<file path="config.mk">
export PLATFORM = sky130hd
export DESIGN_NAME = q2e_isqrt_cell
export DESIGN_NICKNAME = d
export VERILOG_FILES = /design/src/rtl/core/q2e_pkg.sv /design/src/rtl/core/q2e_isqrt_cell.sv
export SDC_FILE = /design/constraint.sdc
export NUM_CORES = 1
export LEC_CHECK = 0
export BUFFER_PORTS_ARGS = -buffer_cell sky130_fd_sc_hd__buf_2
export CAP_MARGIN = 5
export CORE_ASPECT_RATIO = 1.75
export CORE_MARGIN = 8
export CORE_UTILIZATION = 58
export DETAILED_ROUTE_END_ITERATION = 10
export PLACE_DENSITY = 0.87
export SYNTH_ARGS = -nofsm -noshare
export SYNTH_HDL_FRONTEND = slang
export SYNTH_SLANG_ARGS = --single-unit
export TNS_END_PERCENT = 30
</file>
<file path="constraint.sdc">
create_clock -name clk -period 8.87 [get_ports clk]
set_clock_uncertainty 0.2 [all_clocks]
set_input_delay 1.3305 -clock clk [delete_from_list [all_inputs] [get_ports clk]]
set_output_delay 1.3305 -clock clk [all_outputs]
set_load 0.01 [all_outputs]
</file>
<file path="src/rtl/core/q2e_pkg.sv">
// Shared types, constants and helpers for the quaternion to Euler angle converter.
// No dependencies.
`timescale 1ns / 1ps
`default_nettype none
package q2e_pkg;
	localparam int CORDIC_STAGES = 16;
	localparam int ISQRT_STEPS   = 31;
	localparam int CW            = 38;
	localparam int ZW            = 34;
	localparam int RW            = 62;
	localparam int AW            = 36;

	localparam logic signed [ZW-1:0] HALF_PI_Q30 = 34'sd1686629713;
	localparam logic signed [AW-1:0] HALF_PI_Q13 = 36'sd12868;
	localparam logic signed [AW-1:0] LIM_HEADING = 36'sd51472;
	localparam logic signed [AW-1:0] LIM_ATTITUDE = 36'sd12868;
	localparam logic signed [AW-1:0] LIM_BANK = 36'sd25736;
	localparam logic signed [AW-1:0] RND_HALF = 36'sd65536;
	localparam logic [14:0] THR_RESET = 15'd16351;
	localparam logic ADDR_THR = 1'b0;

	typedef enum logic [1:0] {
		POLE_NONE  = 2'd0,
		POLE_NORTH = 2'd1,
		POLE_SOUTH = 2'd2
	} pole_t;

	typedef struct packed {
		logic signed [CW-1:0] x;
		logic signed [CW-1:0] y;
		logic signed [ZW-1:0] z;
	} cordic_vec_t;

	typedef struct packed {
		logic [RW-1:0] rem;
		logic [RW-1:0] root;
	} sqrt_st_t;

	function automatic logic signed [ZW-1:0] atan_q30(input logic [4:0] i);
		logic signed [ZW-1:0] r;
		case (i)
			5'd0:  r = 34'sd843314857;
			5'd1:  r = 34'sd497837829;
			5'd2:  r = 34'sd263043837;
			5'd3:  r = 34'sd133525159;
			5'd4:  r = 34'sd67021687;
			5'd5:  r = 34'sd33543516;
			5'd6:  r = 34'sd16775851;
			5'd7:  r = 34'sd8388437;
			5'd8:  r = 34'sd4194283;
			5'd9:  r = 34'sd2097149;
			5'd10: r = 34'sd1048576;
			5'd11: r = 34'sd524288;
			5'd12: r = 34'sd262144;
			5'd13: r = 34'sd131072;
			5'd14: r = 34'sd65536;
			5'd15: r = 34'sd32768;
			5'd16: r = 34'sd16384;
			5'd17: r = 34'sd8192;
			5'd18: r = 34'sd4096;
			5'd19: r = 34'sd2048;
			5'd20: r = 34'sd1024;
			5'd21: r = 34'sd512;
			5'd22: r = 34'sd256;
			5'd23: r = 34'sd128;
			5'd24: r = 34'sd64;
			5'd25: r = 34'sd32;
			5'd26: r = 34'sd16;
			5'd27: r = 34'sd8;
			5'd28: r = 34'sd4;
			5'd29: r = 34'sd2;
			5'd30: r = 34'sd1;
			default: r = 34'sd0;
		endcase
		return r;
	endfunction

	// quadrant fold so the vectoring loop starts with x >= 0
	function automatic cordic_vec_t prerot(input logic signed [CW-1:0] y,
			input logic signed [CW-1:0] x);
		cordic_vec_t v;
		v.x = x;
		v.y = y;
		v.z = '0;
		if (x < 0) begin
			if (y >= 0) begin
				v.x = y;
				v.y = -x;
				v.z = HALF_PI_Q30;
			end else begin
				v.x = -y;
				v.y = x;
				v.z = -HALF_PI_Q30;
			end
		end
		return v;
	endfunction

	function automatic logic signed [AW-1:0] clamp(input logic signed [AW-1:0] v,
			input logic signed [AW-1:0] lim);
		logic signed [AW-1:0] r;
		r = v;
		if (v > lim) r = lim;
		else if (v < -lim) r = -lim;
		return r;
	endfunction
endpackage
`default_nettype wire

</file>
<file path="src/rtl/core/q2e_isqrt_cell.sv">
// One digit step of the pipelined integer square root.
// Depends on q2e_pkg.
`timescale 1ns / 1ps
`default_nettype none
module q2e_isqrt_cell import q2e_pkg::*; (
	input  wire logic     clk,
	input  wire logic     en,
	input  wire logic [4:0] step,
	input  wire sqrt_st_t sin,
	output sqrt_st_t      sout
);
	logic [RW-1:0] bitv;
	logic [RW-1:0] trial;
	sqrt_st_t      nxt;

	always_comb begin
		bitv  = RW'(1) << (7'd60 - {1'b0, step, 1'b0});
		trial = sin.root + bitv;
		if (sin.rem >= trial) begin
			nxt.rem  = sin.rem - trial;
			nxt.root = (sin.root >> 1) + bitv;
		end else begin
			nxt.rem  = sin.rem;
			nxt.root = sin.root >> 1;
		end
	end

	always_ff @(posedge clk) begin
		if (en) sout <= nxt;
	end
endmodule
`default_nettype wire

</file>
==> results of run 1 <==
per-layer routing:
| metal | GRT usage | up-vias |
|---|---|---|
| li1 | - | 6743 |
| met1 | 0.310 | 6734 |
| met2 | 0.622 | 777 |
| met3 | 0.0615 | 252 |
| met4 | 0.291 | 4 |
| met5 | 0 | - |
synthesized netlist by cell type (28+ instances only):
| library cell | number |
|---|---|
| nor2_1 | 173 |
| nand3_1 | 29 |
| o21bai_1 | 28 |
| xor2_1 | 82 |
| edfxtp_1 | 124 |
| o21ai_0 | 127 |
| inv_1 | 41 |
| a21o_1 | 59 |
| ha_1 | 108 |
| xnor2_1 | 115 |
| a31oi_1 | 49 |
| nand4_1 | 36 |
| a21oi_1 | 143 |
| clkbuf_1 | 54 |
| nand2_1 | 197 |
cells by family after synthesis:
family,share of synthesized area
xor gates and xnor gates,0.125
DFF,0.267
muxes,0.00521
buffers and inverters,0.0392
AOI/OAI and AO/OA,0.253
and+or+nand+nor,0.205
adders and majority gates,0.105
metrics by stage:
step                utilization  setup WS [ns]
finish                    0.671          0.490
global route              0.671         0.0512
CTS                       0.670          0.708
detailed placement        0.646          0.265
global placement          0.646          0.452
floorplan                     -           1.06
power by group:
group | total (uW) | switching (uW) | internal [uW]
clock network | 715 | 278 | 437
logic | 859 | 543 | 316
registers | 770 | 23.5 | 746
total | 2340 | 845 | 1500
layout by cell type, fill, tap and decap left out, types with 21 or more instances in the layout:
cell,instances
a21o_1,58
a21oi_1,143
a31oi_1,49
and2_1,21
buf_2,253
edfxtp_1,124
ha_1,108
inv_1,41
nand2_1,197
nand3_1,29
nand4_1,36
nor2_1,173
nor2b_1,25
nor3_1,25
o21ai_0,127
o21bai_1,28
xnor2_1,114
xor2_1,82
what timing repair did:
action	in CTS	in global routing
endpoints found under the setup margin	0	1
hold buffers	0	0
gates resized for setup	0	1
area by class of cell:
cell class	instances	area [um2]
well taps	308	385
flip-flops and latches	124	3720
multi-input cells	1466	9680
repair buffers	274	1460
diodes	2	5.00
fillers	2057	7840
inverters	41	154
clock buffers	19	433
clock inverters	13	149
worst min path at each step:
stage / to / slack [ns] / cells past startpoint
6_report: sout[117]$_DFFE_PP_ / 0.98 / 3
4_1_cts: sout[117]$_DFFE_PP_ / 0.95 / 3
2_1_floorplan: sout[0]$_DFFE_PP_ / 1.24 / 0
3_5_place_dp: sout[117]$_DFFE_PP_ / 1.43 / 3
5_1_grt: sout[117]$_DFFE_PP_ / 0.98 / 3
3_3_place_gp: sout[68]$_DFFE_PP_ / 1.43 / 3
critical path, delay by kind of cell:
kind            cells  cell delay, ns
buf+inv             3            0.58
xor+xnor            2            0.64
compound gates     15            3.55
fa+ha+maj           4            1.20
simple gates        8            1.08
==> metrics.md, run 1 <==
| Metric | Value |
|---|---|
| Vias per cell | roughly 6.5 |
| Vias in the first global route | between 10000 and 15000 |
| Critical Path End | sout[23]$_DFFE_PP_ |
| Static Leak | between 0.006 and 0.007 uW |
| Layout cells sized above 1 | 0.179 |
| DP HPWL | between 40000 and 50000 um |
| Max FFs per register | 124 |
| Seq cells post-synth | roughly 120 |
| CTS tree | yes |
| Routed WL per cell | 22.7 um |
| CTS H-tree lvls | 4 |
| Layout Area Growth over Synthesis | 14.8% |
| Starting Density | 0.584 |
| Maximum fanout along the worst path | 40 |
| Pwr dens | about 150 mW/mm2 |
| Placed cell areas | roughly 0.015 mm2 |
| Met3 WL | 3290 um |
| PortBufs | about 250 |
| Result of the run | finished clean |
| Post-synth EDFFs | about 120 |
| Post-synth top area cell | edfxtp_1 |
| Core Area | between 0.02 and 0.025 mm2 |
| Top flop regs | sout: 124 flops |
| DR top layer | met5 |
| Post-Syn Nets | between 1500 and 2000 |
| Final hold violations | 0 |
| Final setup viols | 0 |
| Row count | 75 |
| Wire length on met2 | roughly 27000 um |
| WL met1 | ~17000 um |
| Max Freq | between 100 and 150 MHz |
| Crit end category | register |
| Initial antenna violation count | 4 |
| Top cells by area, synth | edfxtp_1 (27%), ha_1 (9.7%), xnor2_1 (7.2%) |
| Yosys cell types | 90 |
| Design Area, Final | between 0.015 and 0.02 mm2 |
| Min Tclk post-route | roughly 8.4 ns |
| DR iter-0 viols | approximately 1100 |
| CTS Buf Count | 17 |
| Worst path most repeated cell | nor2_1 |
| Crit path largest cell delay | around 0.55 ns |
| Tcrit/Tclk final | 0.945 |
| Max cap viols | 0 |
| Clk sinks | 124 |
| Total power | between 2000 and 2500 uW |
| Top-area cell type share of the netlist area | 0.267 |
| Die X | between 100 and 150 um |
| Critical Path RT | 8.91 ns |
| Final-stage net count | 2164 |
| Area of the die | between 0.02 and 0.03 mm2 |
| Largest net degree at the start of global routing | 65 |
| Critical path origin | step[0] |
| Crit path DAT | around 8.4 ns |
| Synthesized instance count | approximately 1700 |
| Final wirelength | just over 50000 um |
| Placed cell count | ~2200 |
| Hold slack final | approximately 0.98 ns |
| Ys Warns | 0 |
| CP max stage cell | o41ai_4 |
| Synthesized area | 0.0139 mm2 |
| Total gr overflow | 0 |
| Post CTS Setup Buffer Count | 0 |
| All-Layer GR Usage | 0.337 |
| Critical Path Start Type | input pin |
| HP Class | input pin to register |
| DRC Markers | 0 |
| Setup TNS | 0 ns |
| CTS clk-pin slew, worst paths | 0.06 ns |
| Drt first pass iters | 8 |
| Register with the most flip-flops | sout |
| Deepest clock path buffer count | 2 |
| Clk root buf | clkbuf_16 |
| Peak supply drop | 0.140 mV |
| Global-route wire length before repair | 77600 um |
| Max-slew violations | 0 |
| Top_reg_cell synth | edfxtp_1 |
| Routability congestion estimate | between 1 and 1.5 |
| Vias | ~15000 |
| Fin cells | about 2200 |
| IO Pins | approximately 260 |
| Avg Cell Area, Syn | about 8.1 um2 |
| Die height | 221 um |
| Slew @ Worst Pin | about 0.88 ns |
| Slew headroom | 0.417 |
| Antenna viol nets, final | 0 |
| Critical path type | input pin to register |
| Worst hold start | sin[117] |
| Post-synthesis async set-or-reset flop share | 0 |
| Unrepaired setup endpoints after global routing | false |
| Share of the yosys chip area belonging to registers | 0.267 |
No activity file was read; power rests on OpenSTA's default activity.
==> run 2, diff against run 1 <==
CORE_UTILIZATION = 55   (was 58)
PLACE_DENSITY = unset   (was 0.87)
PLACE_DENSITY_LB_ADDON = 0.3   (was unset)
SLEW_MARGIN = 5   (was unset)
==> run 2 against run 1 <==
- die area grew 4.9%
- non-clock buffer count grew 1
- sequential cell count is the same
- wire length grew 0.14%
- final area grew 0.33%
- first-iteration DRC count shrank 13%
- largest power group unchanged
==> metrics.md, run 2 (synthesis results as in run 1) <==
| Metric | Value |
|---|---|
| Starting Density | 0.556 |
| Slew @ Worst Pin | between 0.8 and 0.9 ns |
| Layout cells sized above 1 | 0.179 |
| Top flop regs | sout: 124 flops |
| Max Freq | approximately 120 MHz |
| Hold EP | sout[69]$_DFFE_PP_ |
| Core Area | ~0.025 mm2 |
| Critical Path Start Type | input pin |
| IO Pins | 255 |
| Routed WL per cell | roughly 23 um |
| Vias | 14223 |
| CTS tree | yes |
| Post CTS Setup Buffer Count | 0 |
| Hold_buf cts | 0 |
| Global-route wire length before repair | roughly 77000 um |
| CTS H-tree lvls | 4 |
| Placed cell count | approximately 2200 |
| Total gr overflow | 0 |
| Slew headroom | 0.403 |
| Hold depth | 3 |
| CTS resizes | 0 |
| Setup TNS | 0 ns |
| Max cap viols | 0 |
| Crit path largest cell delay | ~0.53 ns |
| Fin cells | 2258 |
| Drt first pass iters | 6 |
| Pwr dens | ~150 mW/mm2 |
| Antenna viol nets, final | 0 |
| Final hold violations | 0 |
| Die height | 227 um |
| Row count | just under 80 |
| DP HPWL | around 42000 um |
| CTS clk-pin slew, worst paths | roughly 0.060 ns |
| Register with the most flip-flops | sout |
| Setup WS post-layout | 0.634 ns |
| Min Tclk post-route | about 8.2 ns |
| Routability congestion estimate | 0.988 |
| DR iter-0 viols | around 960 |
| Clk sinks | about 120 |
| Most frequent cells in the layout | buf_2 (253), nand2_1 (197), nor2_1 (173) |
| Unrepaired setup endpoints after global routing | false |
| Vias in the first global route | around 15000 |
| Tcrit/Tclk final | 0.929 |
| Final wirelength | between 50000 and 60000 um |
| CP max stage cell | o41ai_4 |
| DRC Markers | 0 |
| Crit path DAT | 8.22 ns |
| Max-slew violations | 0 |
| Deepest clock path buffer count | 2 |
| Final setup viols | 0 |
| Largest net degree at the start of global routing | just under 70 |
| Die X | 136 um |
| Final core utilization | 0.641 |
| Initial antenna violation count | 4 |
| Area of the die | slightly above 0.03 mm2 |
| Critical path origin | step[1] |
| Final-stage net count | about 2200 |
| Most common cell after layout, fill and taps aside | buf_2 |
| HP Class | input pin to register |
| Worst hold start | sin[69] |
| Result of the run | finished clean |
| Peak supply drop | approximately 0.14 mV |
| Critical path type | input pin to register |
| Clk root buf | clkbuf_16 |
| Maximum fanout along the worst path | 63 |
| Vias per cell | 6.30 |
| PortBufs | approximately 250 |
| Critical Path RT | approximately 8.9 ns |
| All-Layer GR Usage | 0.326 |
| Layout Area Growth over Synthesis | 15.2% |
| Crit end category | register |
| CTS Buf Count | 17 |
| Static Leak | between 0.006 and 0.007 uW |
| Max FFs per register | 124 |
| Post-Place Worst Slack | between 0.2 and 0.3 ns |
[run 2: where the power goes]
part	internal [uW]	total, uW	switching (uW)
logic	318	863	544
registers	746	767	21.3
clock network	465	743	277
[run 2: critical path: cells and delay by family]
family,cells,cell delay (ns)
adders and majority gates,4,1.25
and+or+nand+nor,8,1.48
xor gates and xnor gates,1,0.17
AOI/OAI and AO/OA,12,3.47
buffers and inverters,2,0.48
[run 2: layout make-up]
class	instances	area (um2)
clock inverter	13	174
timing repair buffer	275	1480
fill	2261	9000
multi-input combinational	1466	9680
clock buffer	19	433
antenna	4	10.0
sequential	124	3720
inverter	41	154
tap	316	395
[run 2: worst max-delay path by stage]
stage | to | slack (ns) | cells past startpoint
6_report | sout[90]$_DFFE_PP_ | 0.63 | 27
2_1_floorplan | sout[57]$_DFFE_PP_ | 1.06 | 34
3_5_place_dp | sout[97]$_DFFE_PP_ | 0.29 | 27
4_1_cts | sout[90]$_DFFE_PP_ | 0.71 | 27
3_3_place_gp | sout[98]$_DFFE_PP_ | 0.38 | 32
5_1_grt | sout[100]$_DFFE_PP_ | 0.06 | 32
[run 2: layer usage]
| metal | global-route usage | share of wire |
|---|---|---|
| met1 | 0.293 | 0.32 |
| met2 | 0.605 | 0.53 |
| met3 | 0.0546 | 0.055 |
| met4 | 0.290 | 0.088 |
| met5 | 0 | 0.00025 |
[run 2: through the flow]
stage               cell area, um2  hold slack [ns]  total power, uW
detailed placement           15400             1.43             1630
finish                       16000            0.978             2370
global route                 16000            0.988             2470
CTS                          16000            0.963             2370
global placement             15400             1.43             1620
floorplan                    13900             1.24             1310
