$ cat config.mk
export PLATFORM = sky130hd
export DESIGN_NAME = q2e_cordic_cell
export DESIGN_NICKNAME = d
export VERILOG_FILES = /design/src/rtl/core/q2e_pkg.sv /design/src/rtl/core/q2e_cordic_cell.sv
export SDC_FILE = /design/constraint.sdc
export NUM_CORES = 1
export LEC_CHECK = 0
export BUFFER_PORTS_ARGS = -buffer_cell sky130_fd_sc_hd__buf_2
export CAP_MARGIN = 25
export CORE_MARGIN = 2
export CORE_UTILIZATION = 45
export CTS_BUF_LIST = sky130_fd_sc_hd__clkbuf_8
export CTS_CLUSTER_DIAMETER = 40
export CTS_CLUSTER_SIZE = 24
export DETAILED_ROUTE_END_ITERATION = 8
export PLACE_DENSITY = 0.63
export SYNTH_ARGS = -nofsm -noshare
export SYNTH_HDL_FRONTEND = slang
export SYNTH_SLANG_ARGS = --single-unit
export TNS_END_PERCENT = 10
$ cat constraint.sdc
create_clock -name clk -period 8.45 [get_ports clk]
set_input_delay 1.69 -clock clk [delete_from_list [all_inputs] [get_ports clk]]
set_output_delay 1.69 -clock clk [all_outputs]
set_load 0.01 [all_outputs]
$ cat src/rtl/core/q2e_pkg.sv
// Shared types, constants and helpers for the quaternion to Euler angle converter.
// No dependencies.
`timescale 1ns / 1ps
`default_nettype none
package q2e_pkg;
	localparam int CORDIC_STAGES = 16;
	localparam int ISQRT_STEPS   = 31;
	localparam int CW            = 38;
	localparam int ZW            = 34;
	localparam int RW            = 62;
	localparam int AW            = 36;

	localparam logic signed [ZW-1:0] HALF_PI_Q30 = 34'sd1686629713;
	localparam logic signed [AW-1:0] HALF_PI_Q13 = 36'sd12868;
	localparam logic signed [AW-1:0] LIM_HEADING = 36'sd51472;
	localparam logic signed [AW-1:0] LIM_ATTITUDE = 36'sd12868;
	localparam logic signed [AW-1:0] LIM_BANK = 36'sd25736;
	localparam logic signed [AW-1:0] RND_HALF = 36'sd65536;
	localparam logic [14:0] THR_RESET = 15'd16351;
	localparam logic ADDR_THR = 1'b0;

	typedef enum logic [1:0] {
		POLE_NONE  = 2'd0,
		POLE_NORTH = 2'd1,
		POLE_SOUTH = 2'd2
	} pole_t;

	typedef struct packed {
		logic signed [CW-1:0] x;
		logic signed [CW-1:0] y;
		logic signed [ZW-1:0] z;
	} cordic_vec_t;

	typedef struct packed {
		logic [RW-1:0] rem;
		logic [RW-1:0] root;
	} sqrt_st_t;

	function automatic logic signed [ZW-1:0] atan_q30(input logic [4:0] i);
		logic signed [ZW-1:0] r;
		case (i)
			5'd0:  r = 34'sd843314857;
			5'd1:  r = 34'sd497837829;
			5'd2:  r = 34'sd263043837;
			5'd3:  r = 34'sd133525159;
			5'd4:  r = 34'sd67021687;
			5'd5:  r = 34'sd33543516;
			5'd6:  r = 34'sd16775851;
			5'd7:  r = 34'sd8388437;
			5'd8:  r = 34'sd4194283;
			5'd9:  r = 34'sd2097149;
			5'd10: r = 34'sd1048576;
			5'd11: r = 34'sd524288;
			5'd12: r = 34'sd262144;
			5'd13: r = 34'sd131072;
			5'd14: r = 34'sd65536;
			5'd15: r = 34'sd32768;
			5'd16: r = 34'sd16384;
			5'd17: r = 34'sd8192;
			5'd18: r = 34'sd4096;
			5'd19: r = 34'sd2048;
			5'd20: r = 34'sd1024;
			5'd21: r = 34'sd512;
			5'd22: r = 34'sd256;
			5'd23: r = 34'sd128;
			5'd24: r = 34'sd64;
			5'd25: r = 34'sd32;
			5'd26: r = 34'sd16;
			5'd27: r = 34'sd8;
			5'd28: r = 34'sd4;
			5'd29: r = 34'sd2;
			5'd30: r = 34'sd1;
			default: r = 34'sd0;
		endcase
		return r;
	endfunction

	// quadrant fold so the vectoring loop starts with x >= 0
	function automatic cordic_vec_t prerot(input logic signed [CW-1:0] y,
			input logic signed [CW-1:0] x);
		cordic_vec_t v;
		v.x = x;
		v.y = y;
		v.z = '0;
		if (x < 0) begin
			if (y >= 0) begin
				v.x = y;
				v.y = -x;
				v.z = HALF_PI_Q30;
			end else begin
				v.x = -y;
				v.y = x;
				v.z = -HALF_PI_Q30;
			end
		end
		return v;
	endfunction

	function automatic logic signed [AW-1:0] clamp(input logic signed [AW-1:0] v,
			input logic signed [AW-1:0] lim);
		logic signed [AW-1:0] r;
		r = v;
		if (v > lim) r = lim;
		else if (v < -lim) r = -lim;
		return r;
	endfunction
endpackage
`default_nettype wire

$ cat src/rtl/core/q2e_cordic_cell.sv
// One vectoring micro-rotation of the CORDIC chain.
// Depends on q2e_pkg.
`timescale 1ns / 1ps
`default_nettype none
module q2e_cordic_cell import q2e_pkg::*; (
	input  wire logic        clk,
	input  wire logic        en,
	input  wire logic [4:0]  idx,
	input  wire cordic_vec_t vin,
	output cordic_vec_t      vout
);
	logic signed [CW-1:0] xs;
	logic signed [CW-1:0] ys;
	logic signed [ZW-1:0] ang;
	cordic_vec_t          nxt;

	always_comb begin
		xs  = vin.x >>> idx;
		ys  = vin.y >>> idx;
		ang = atan_q30(idx);
		if (vin.y >= 0) begin
			nxt.x = vin.x + ys;
			nxt.y = vin.y - xs;
			nxt.z = vin.z + ang;
		end else begin
			nxt.x = vin.x - ys;
			nxt.y = vin.y + xs;
			nxt.z = vin.z - ang;
		end
	end

	always_ff @(posedge clk) begin
		if (en) vout <= nxt;
	end
endmodule
`default_nettype wire

==> summary.txt, run 1 <==
CTS
  • Maximum clock insertion buffer count: 2
  • Buffer count from post-CTS setup fixing: 0
  • CTS buffer count: 9
  • Hold buffer count at CTS: 0
  • Clock root buffer: clkbuf_8
  • Clock transition at the registers of the reported paths: 120 ps
  • CTS tree: done
  • Clock sink total: 110
  • H-tree Lvls: 3
  • Post_cts resized: 0

Yosys
  • Yosys warnings: 0
  • Synthesized area per cell: 8.988 um2
  • Synth top area share: 0.1862
  • Top cells by count, synth: 170 x nand2_1, 139 x nor2_1, 123 x a21oi_1
  • Mux share of post-synthesis cell area: 0.2013
  • Synth area leader: edfxtp_1
  • Post-synth EDFFs: 110
  • Post-synthesis compound-gate area fraction: 0.2279
  • Register area share after synthesis: 0.1862
  • Adder-cell share of the synthesized area: 0.08801
  • Netlist cell types: 100
  • Synth Cell Area: 17740 um2
  • Xor and xnor area share after synthesis: 0.09577
  • Ys flop type: edfxtp_1
  • Post-Synthesis Net Count: 2214
  • Post-synth ARST share: 0
  • Most area-consuming cells after synthesis: edfxtp_1 19%, mux4_2 13%, ha_1 8.5%, xnor2_1 5.8%, mux2i_1 4.1%
  • Largest family of logic cells by synthesized area: compound AO/OA/AOI/OAI gates
  • Seq cells post-synth: 110
  • Simple-Gate Fraction of Synth Area: 0.1545
  • Cells after synthesis: 1974
  • Most common cell in the netlist: nand2_1

Finish
  • Final std cells w/o fill: 2700
  • Largest regs: vout: 110 flops
  • Max FFs per register: 110
  • Number of nets in the layout: 2416
  • Final Cell Area: 19790 um2
  • Most flops, register: vout
  • Share of cells above drive strength 1: 0.2320
  • Area growth, synth to finish: 11.54%
  • Final Util: 0.5097

Placement
  • Dpl hpwl: 56940 um
  • Cell Area, Placed: 19580 um2
  • Final Wtd Congestion: 1.006
  • Buffers on Ports: 226
  • Placed cell count: 2683

Hold path
  • Hold crit path type: in -> reg
  • Min-Delay Endpoint: vout[0]$_DFFE_PP_
  • Worst Hold Launch: vin[0]
  • Hold path cells: 2

Timing
  • Setup Total Neg Slack: 0 ps
  • Final hold violation count: 0
  • Final setup fails: 0
  • Slew HR: 0.2864
  • Min Tclk post-route: 7713 ps
  • Worst slew pin tran: 1069 ps
  • Pins Over Slew Limit: 0
  • Tcrit/Tclk final: 0.9127
  • RSZ-0062 raised after global routing: false
  • WHS: 1525 ps
  • Fmax: 0.1297 GHz

Critical path
  • Worst path depth: 20
  • CP max stage delay: 620 ps
  • CP max stage cell: buf_6
  • Critical path fanouts, max: 70
  • Worst EP required: 8680 ps
  • Critical path class: in -> reg
  • CP bufs+invs: 3
  • Family with the most delay on the worst path: compound AO/OA/AOI/OAI gates
  • Critical path, cell by cell: buf_6 -> buf_4 -> mux4_2 -> mux2i_1 -> o221ai_1 -> a31oi_1 -> nand3_1 -> or3_1 -> o21ai_0 -> xnor2_1 -> ha_1 -> nand2_1 -> nor4_1 -> o21a_1 -> a221oi_1 -> buf_4 -> o21ai_0 -> a31o_2 -> a2111oi_0 -> or3b_2
  • WP data arrival: 7940 ps
  • Worst Setup Start Kind: input port
  • Crit. End Element: flip-flop

Power and ir drop
  • Leak: 8.000 nW
  • Peak supply drop: 141.2 uV
  • Power Density: 159.9 nW/um2

Detailed routing
  • Drc violations: 0
  • Routed WL per cell: 27.14 um
  • Vias/cell: 6.628
  • DRT Pass-1 Iters: 5
  • DR iter-0 viols: 1890
  • Wirelength, routed: 73270 um
  • Routed Antenna Nets: 0
  • Via count: 17900

Global route
  • Met2 Use GR: 0.5619
  • M1 GR Usage: 0.4706
  • GRT Total Usage: 0.3504
  • Largest net degree at the start of global routing: 71
  • GRT met3 Usage: 0.06340
  • Vias in the first global route: 16850
  • Antenna violations before repair: 2
  • Grt total ovfl: 0
  • First-pass GRT wire length: 108300 um
  • Grt peak-use layer: met2

Outcome
  • Status: finished, final reports clean

Job
  • MaxCap Viol Count: 0

Floorplanning
  • Number of core rows: 72
  • Initial Util: 0.4569
  • CORE AREA: 38830 um2
  • Die Span Y: 202.6 um
  • Width of the die: 202.6 um
  • Full die area: 41030 um2
  • Top Ports: 227
-- layer usage --
| layer | up-vias | share of wire |
|---|---|---|
| li1 | 8029 | - |
| met1 | 8705 | 0.42 |
| met2 | 990 | 0.45 |
| met3 | 168 | 0.086 |
| met4 | 4 | 0.038 |
| met5 | - | 0.00046 |
-- cells by family after synthesis --
kind of cell               after synthesis
and+or+nand+nor                        558
muxes                                  222
xor gates and xnor gates               194
buffers and inverters                  173
DFF                                    110
AOI/OAI and AO/OA                      594
adders and majority gates              123
-- through the flow --
step           total power [mW]  setup slack (ps)
2_1_floorplan             2.150              1195
3_3_place_gp              2.756             458.2
3_5_place_dp              2.761             327.8
4_1_cts                   3.154             835.3
5_1_grt                   3.357             271.4
6_report                  3.165             737.4
-- how the worst max path moves through the flow --
stage	start	endpoint	slack, ps
final	idx[0]	vout[70]$_DFFE_PP_	740
after global routing	idx[0]	vout[70]$_DFFE_PP_	270
after CTS	idx[0]	vout[70]$_DFFE_PP_	840
after detailed placement	idx[0]	vout[70]$_DFFE_PP_	330
after global placement	idx[0]	vout[70]$_DFFE_PP_	460
after floorplan	idx[0]	vout[106]$_DFFE_PP_	1200
-- layout by cell type (no fill, tap or decap), drive strengths merged, types with 56 or more instances in the layout --
master / n
buf: 306
nand2: 171
nor2: 139
a21oi: 124
o21ai: 121
ha: 120
xnor2: 118
edfxtp: 110
mux4: 102
xor2: 76
mux2i: 75
inv: 59
a21o: 56
-- where the power goes --
group	internal, mW	switching, mW	leakage, nW	total, mW
clock	0.142	0.234	0.108	0.376
combinational	0.796	1.14	6.82	1.94
sequential	0.817	0.0336	1.08	0.851
-- area by class of cell --
class                           instances  area (um2)
Clock buffer                            9       123.9
Inverter                               58       217.7
Multi-Input combinational cell       1691       13620
Fill cell                            3748       19040
Antenna cell                            1       2.502
Clock inverter                          7       80.08
Sequential cell                       110        3303
Timing Repair Buffer                  306        1798
Tap cell                              518       648.1
Note: power is estimated with default switching activity, not from simulation.
==> run 2: changes to the inputs <==
--- a/config.mk
+++ b/config.mk
@@ -14,6 +14,7 @@
 export CTS_CLUSTER_SIZE = 24
 export DETAILED_ROUTE_END_ITERATION = 8
 export PLACE_DENSITY = 0.63
+export REMOVE_ABC_BUFFERS = 1
 export SYNTH_ARGS = -nofsm -noshare
 export SYNTH_HDL_FRONTEND = slang
 export SYNTH_SLANG_ARGS = --single-unit
==> run 2 against run 1 <==
  * Worst hold slack worse by 1.9 ps
  * Via count is 0.40% lower
  * Non-clock buffer count is 21 higher
  * Highest routed layer unchanged
  * Sequential power hardly changed
  * Routed wire length is 1.8% lower
  * Combinational power hardly changed
  * Die area stayed put
==> summary.txt, run 2 (synthesis results as in run 1) <==
Outcome
  • Status: finished, final reports clean

CTS
  • Hold buffer count at CTS: 0 (unchanged)
  • Clock sink total: 110 (unchanged)
  • Post_cts resized: 0 (unchanged)
  • Clock transition at the registers of the reported paths: 120 ps (about the same)
  • CTS tree: done
  • Buffer count from post-CTS setup fixing: 0 (unchanged)
  • H-tree Lvls: 3 (unchanged)
  • CTS buffer count: 9 (unchanged)
  • Clock root buffer: clkbuf_8
  • Maximum clock insertion buffer count: 2 (unchanged)

Critical path
  • Critical path fanouts, max: 22 (-69%)
  • Family with the most delay on the worst path: compound AO/OA/AOI/OAI gates
  • WP data arrival: 7780 ps (-160 ps)
  • Crit-path most repeated cell: buf_4
  • CP max stage delay: 540 ps (-80 ps)
  • Critical path class: in -> reg
  • CP max stage cell: a221oi_1
  • Worst Setup Start Kind: input port
  • Crit. End Element: flip-flop
  • Critical path, cell by cell: buf_4 -> clkinv_1 -> buf_4 -> mux4_2 -> mux2_2 -> a221oi_1 -> buf_4 -> nand4bb_1 -> or3_1 -> o21ai_0 -> xor2_1 -> ha_1 -> a21o_1 -> a21oi_1 -> o21ai_0 -> a21o_1 -> a221oi_1 -> buf_4 -> o21ai_0 -> a31o_2 -> nand4_1 -> or3b_2
  • Worst EP required: 8670 ps (about the same)
  • CP bufs+invs: 5 (+2)

Power and ir drop
  • Leak: 8.099 nW (+1.2%)
  • Peak supply drop: 114.3 uV (-19%)
  • Power Density: 158.2 nW/um2 (-1.1%)

Floorplanning
  • CORE AREA: 38830 um2 (unchanged)
  • Die Span Y: 202.6 um (unchanged)
  • Number of core rows: 72 (unchanged)
  • Full die area: 41030 um2 (unchanged)
  • Top Ports: 227 (unchanged)
  • Width of the die: 202.6 um (unchanged)
  • Initial Util: 0.4569 (unchanged)

Finish
  • Most flops, register: vout
  • Commonest non-fill, non-tap cell in the layout: buf_2
  • Share of cells above drive strength 1: 0.2393 (+0.007324)
  • Fill count: 3753 (+0.13%)
  • Number of nets in the layout: 2437 (+0.87%)
  • Largest regs: vout: 110 flops
  • Final Cell Area: 19960 um2 (+0.88%)
  • Max FFs per register: 110 (unchanged)
  • Most frequent cells in the layout: 222 x buf_2, 170 x nand2_1, 139 x nor2_1
  • Area growth, synth to finish: 12.52%

Timing
  • Min Tclk post-route: 7563 ps (-150.1 ps)
  • Tcrit/Tclk final: 0.8950 (-0.01776)
  • Fmax: 0.1322 GHz (+2.0%)
  • Final hold violation count: 0 (unchanged)
  • Setup Total Neg Slack: 0 ps (unchanged)
  • Final setup fails: 0 (unchanged)
  • Pins Over Slew Limit: 0 (unchanged)
  • RSZ-0062 raised after global routing: false
  • Slew HR: 0.1977 (-0.08868)
  • Worst slew pin tran: 1199 ps (+129.8 ps)

Global route
  • Grt total ovfl: 0 (unchanged)
  • Vias in the first global route: 17310 (+2.7%)
  • Antenna violations before repair: 1 (-1)
  • First-pass GRT wire length: 107600 um (-0.59%)
  • Largest net degree at the start of global routing: 59 (-17%)
  • GRT Total Usage: 0.3464 (-0.004005)

Detailed routing
  • Wirelength, routed: 71980 um (-1.8%)
  • Vias/cell: 6.548 (-1.2%)
  • Via count: 17830 (-0.40%)
  • DRT Pass-1 Iters: 6 (+1)
  • Routed Antenna Nets: 0 (unchanged)
  • Routed WL per cell: 26.44 um (-2.6%)
  • DR iter-0 viols: 1738 (-8.0%)
  • Drc violations: 0 (unchanged)

Placement
  • Final Wtd Congestion: 1.043 (+3.7%)
  • Dpl hpwl: 56430 um (-0.91%)
  • Buffers on Ports: 226 (unchanged)
  • Cell Area, Placed: 19760 um2 (+0.89%)

Job
  • MaxCap Viol Count: 0 (unchanged)

Hold path
  • Hold crit path type: in -> reg
[run 2: area by class of cell]
cell class / count / area, um2 / area share
Antenna cell: 2 / 5.005 / 0.0002507
Clock buffer: 9 / 123.9 / 0.006205
Sequential cell: 110 / 3303 / 0.1655
Tap cell: 518 / 648.1 / 0.03246
Inverter: 58 / 217.7 / 0.01091
Clock inverter: 7 / 72.57 / 0.003635
Multi-Input combinational cell: 1691 / 13620 / 0.6820
Timing Repair Buffer: 327 / 1978 / 0.09909
[run 2: report_power, final]
group          internal (mW)  switching (mW)  total (mW)  leakage [nW]
sequential             0.817          0.0334       0.851          1.08
clock                  0.137           0.208       0.345        0.0972
combinational          0.815            1.15        1.96          6.93
[run 2: stage by stage]
stage / hold WS (ps) / std cells / util / power (mW) / setup WS (ps)
finish: 1523 / 2722 / 0.5142 / 3.158 / 887.4
global route: 1495 / 2720 / 0.5141 / 3.363 / 496.4
CTS: 1476 / 2719 / 0.5139 / 3.159 / 954.0
detailed placement: 2000 / 2703 / 0.5089 / 2.795 / 437.5
global placement: 2000 / 2703 / 0.5089 / 2.785 / 426.8
floorplan: 1803 / 1859 / - / 2.088 / 1101
[run 2: worst paths after layout]
kind / from / endpoint / slack, ps / cells after the start
hold / removal: vin[0] / vout[0]$_DFFE_PP_ / 1520 / 2
setup / recovery: idx[1] / vout[70]$_DFFE_PP_ / 890 / 22
[run 2: routing by layer]
layer | track usage | wire, um
met2 | 0.5790 | 34310
met1 | 0.4356 | 28870
met5 | 0 | 7
met4 | 0.1379 | 2781
met3 | 0.07528 | 6012
==> run 3: changes to the inputs <==
--- a/config.mk
+++ b/config.mk
@@ -13,8 +13,9 @@
 export CTS_CLUSTER_DIAMETER = 40
 export CTS_CLUSTER_SIZE = 24
 export DETAILED_ROUTE_END_ITERATION = 8
-export PLACE_DENSITY = 0.63
+export PLACE_DENSITY = 0.65
 export REMOVE_ABC_BUFFERS = 1
+export SLEW_MARGIN = 10
 export SYNTH_ARGS = -nofsm -noshare
 export SYNTH_HDL_FRONTEND = slang
 export SYNTH_SLANG_ARGS = --single-unit
==> constraint.sdc (replaced) <==
create_clock -name clk -period 6.7 [get_ports clk]
set_input_delay 1.34 -clock clk [delete_from_list [all_inputs] [get_ports clk]]
set_output_delay 1.34 -clock clk [all_outputs]
set_load 0.01 [all_outputs]
==> run 3 against run 2 <==
  * Critical path depth up 3
  * Die area unchanged
  * Worst hold slack worse by 350 ps
  * Utilization up 12 points
  * Cell area up 23%
  * Combinational power up 60%
  * First-iteration DRC count up 4.9%
  * Highest routed layer unchanged
  * Largest cell class unchanged
  * Sequential share of layout area down 3.1 points
  * Global-route usage up 2.5 points
  * Critical path type unchanged
==> summary.txt, run 3 (synthesis results as in run 1) <==
Outcome
  • Status: finished, final reports clean

Floorplanning
  • Top Ports: 227 (unchanged)
  • Full die area: 41030 um2 (unchanged)
  • Number of core rows: 72 (unchanged)
  • Die Span Y: 202.6 um (unchanged)
  • CORE AREA: 38830 um2 (unchanged)
  • Initial Util: 0.4569 (unchanged)
  • Width of the die: 202.6 um (unchanged)

Critical path
  • Crit. End Element: flip-flop
  • Worst Setup Start Kind: input port
  • Critical Path Start: idx[0]
  • Worst EP required: 6930 ps (-1740 ps)
  • Critical path fanouts, max: 28 (+27%)
  • WP data arrival: 6690 ps (-1090 ps)
  • Critical path class: in -> reg

CTS
  • H-tree Lvls: 3 (unchanged)
  • Clock transition at the registers of the reported paths: 120 ps (about the same)
  • CTS tree: done
  • Clock root buffer: clkbuf_8
  • Clock sink total: 110 (unchanged)
  • Hold buffer count at CTS: 0 (unchanged)
  • Maximum clock insertion buffer count: 2 (unchanged)
  • CTS buffer count: 9 (unchanged)

Detailed routing
  • Vias/cell: 6.121 (-6.5%)
  • Drc violations: 0 (unchanged)
  • DR iter-0 viols: 1824 (+4.9%)
  • Wirelength, routed: 77480 um (+7.6%)
  • Via count: 20270 (+14%)
  • DRT Pass-1 Iters: 6 (unchanged)
  • Routed Antenna Nets: 0 (unchanged)
  • Routed WL per cell: 23.40 um (-12%)

Power and ir drop
  • Total internal power: 2.699 mW (+53%)
  • Sequential share of power: 0.232 (-0.037)
  • Peak supply drop: 155.8 uV (+36%)
  • Power Density: 187.8 nW/um2 (+19%)
  • Leak: 11.01 nW (+36%)
  • Clock share of power: 0.087 (-0.022)
  • Sw Ratio: 0.4161 (-0.02383)
  • Psw: 1.923 mW (+38%)
  • Gate power share: 0.680 (+0.059)
  • Power Total: 4.622 mW (+46%)

Finish
  • Most frequent cells in the layout: 678 x buf_4, 221 x buf_2, 170 x nand2_1
  • Largest regs: vout: 110 flops
  • Share of cells above drive strength 1: 0.4058 (+0.1665)
  • Final std cells w/o fill: 3311 (+22%)
  • Commonest non-fill, non-tap cell in the layout: buf_4
  • Max FFs per register: 110 (unchanged)
  • Number of nets in the layout: 3027 (+24%)
  • Most flops, register: vout
  • Fill count: 3366 (-10%)
  • Area growth, synth to finish: 38.69%

Placement
  • Placed cell count: 3292 (+22%)
  • Buffers on Ports: 226 (unchanged)
  • Final Wtd Congestion: 1.049 (+0.53%)
  • Dpl hpwl: 64380 um (+14%)

Timing
  • Final setup fails: 0 (unchanged)
  • Tcrit/Tclk final: 0.9647
  • Fmax: 0.1547 GHz
  • Pins Over Slew Limit: 0 (unchanged)
  • RSZ-0062 raised after global routing: true
  • Slew HR: 0.3702 (+0.1725)
  • Final hold violation count: 0 (unchanged)
  • Min Tclk post-route: 6463 ps
  • Worst slew pin tran: 941.2 ps (-257.8 ps)

Global route
  • Grt peak-use layer: met2
  • GRT Total Usage: 0.3719 (+0.02547)
  • First-pass GRT wire length: 116500 um (+8.2%)
  • Antenna violations before repair: 4 (+3)
  • Vias in the first global route: 20150 (+16%)
  • Largest net degree at the start of global routing: 61 (+3.4%)
  • GRT met3 Usage: 0.05682 (-0.01846)
  • M1 GR Usage: 0.4648 (+0.02921)
  • Grt total ovfl: 0 (unchanged)
  • Met2 Use GR: 0.6223 (+0.04330)

Hold path
  • Hold crit path type: in -> reg
  • Worst Hold Launch: vin[0]
  • Hold path cells: 2 (unchanged)

Job
  • MaxCap Viol Count: 0 (unchanged)
-- run 3: final cells by class --
cell class | instances | area, um2 | share of cell area
diodes | 1 | 2.502 | 0.0001017
multi-input cells | 1691 | 13720 | 0.5576
inverters | 58 | 217.7 | 0.008848
clock inverters | 7 | 47.55 | 0.001932
repair buffers | 917 | 6543 | 0.2659
clock buffers | 9 | 123.9 | 0.005034
flip-flops and latches | 110 | 3303 | 0.1342
well taps | 518 | 648.1 | 0.02634
-- run 3: path summary, 6_finish.rpt --
path,endpoint,slack [ps]
max,vout[69]$_DFFE_PP_,240
min,vout[0]$_DFFE_PP_,1170
-- run 3: power groups by stage --
stage | registers, mW | clock network, mW | logic [mW]
after floorplan | 1.20 | 0 | 1.43
after global placement | 1.09 | 0 | 3.02
after detailed placement | 1.09 | 0 | 3.07
after CTS | 1.08 | 0.420 | 3.08
after global routing | 1.09 | 0.435 | 3.38
final | 1.07 | 0.404 | 3.14
-- run 3: timing repair --
action / 4_1_cts / 5_1_grt
hold endpoints to repair: 0 / 0
gates resized for setup: 0 / 28
endpoints found under the setup margin: 0 / 31
setup buffers: 0 / 1
-- run 3: routing by layer --
| layer | vias up | routed length, um |
|---|---|---|
| met5 | - | 25 |
| met4 | 4 | 4332 |
| met3 | 218 | 5714 |
| met2 | 962 | 36470 |
| met1 | 9807 | 30940 |
| li1 | 9274 | - |
-- run 3: per-stage QoR --
step | hold WS [ps] | cell area (um2) | setup TNS [ps] | util | setup WS [ps]
6_report | 1169 | 24610 | 0 | 0.6337 | 236.5
2_1_floorplan | 1453 | 17140 | -1390 | - | -298.9
5_1_grt | 1148 | 24600 | -8.521 | 0.6337 | -8.521
3_3_place_gp | 1638 | 24270 | -4825 | 0.6250 | -355.7
3_5_place_dp | 1643 | 24270 | -6989 | 0.6250 | -411.0
4_1_cts | 1137 | 24440 | 0 | 0.6294 | 66.91
-- run 3: critical path: stages --
cell,delay [ps]
buf_12,220
buf_16,200
mux4_2,530
mux2i_1,230
o221ai_1,200
a31oi_2,280
buf_4,180
nand3_1,100
or3_1,460
buf_4,190
nand2b_1,170
buf_4,170
o21ai_0,190
xnor2_1,150
ha_1,280
a21o_1,190
a21oi_1,160
o21bai_1,80
a31oi_1,220
o211a_1,250
o211a_1,260
o31ai_1,140
a21o_1,200
a21oi_1,180
xnor2_1,90
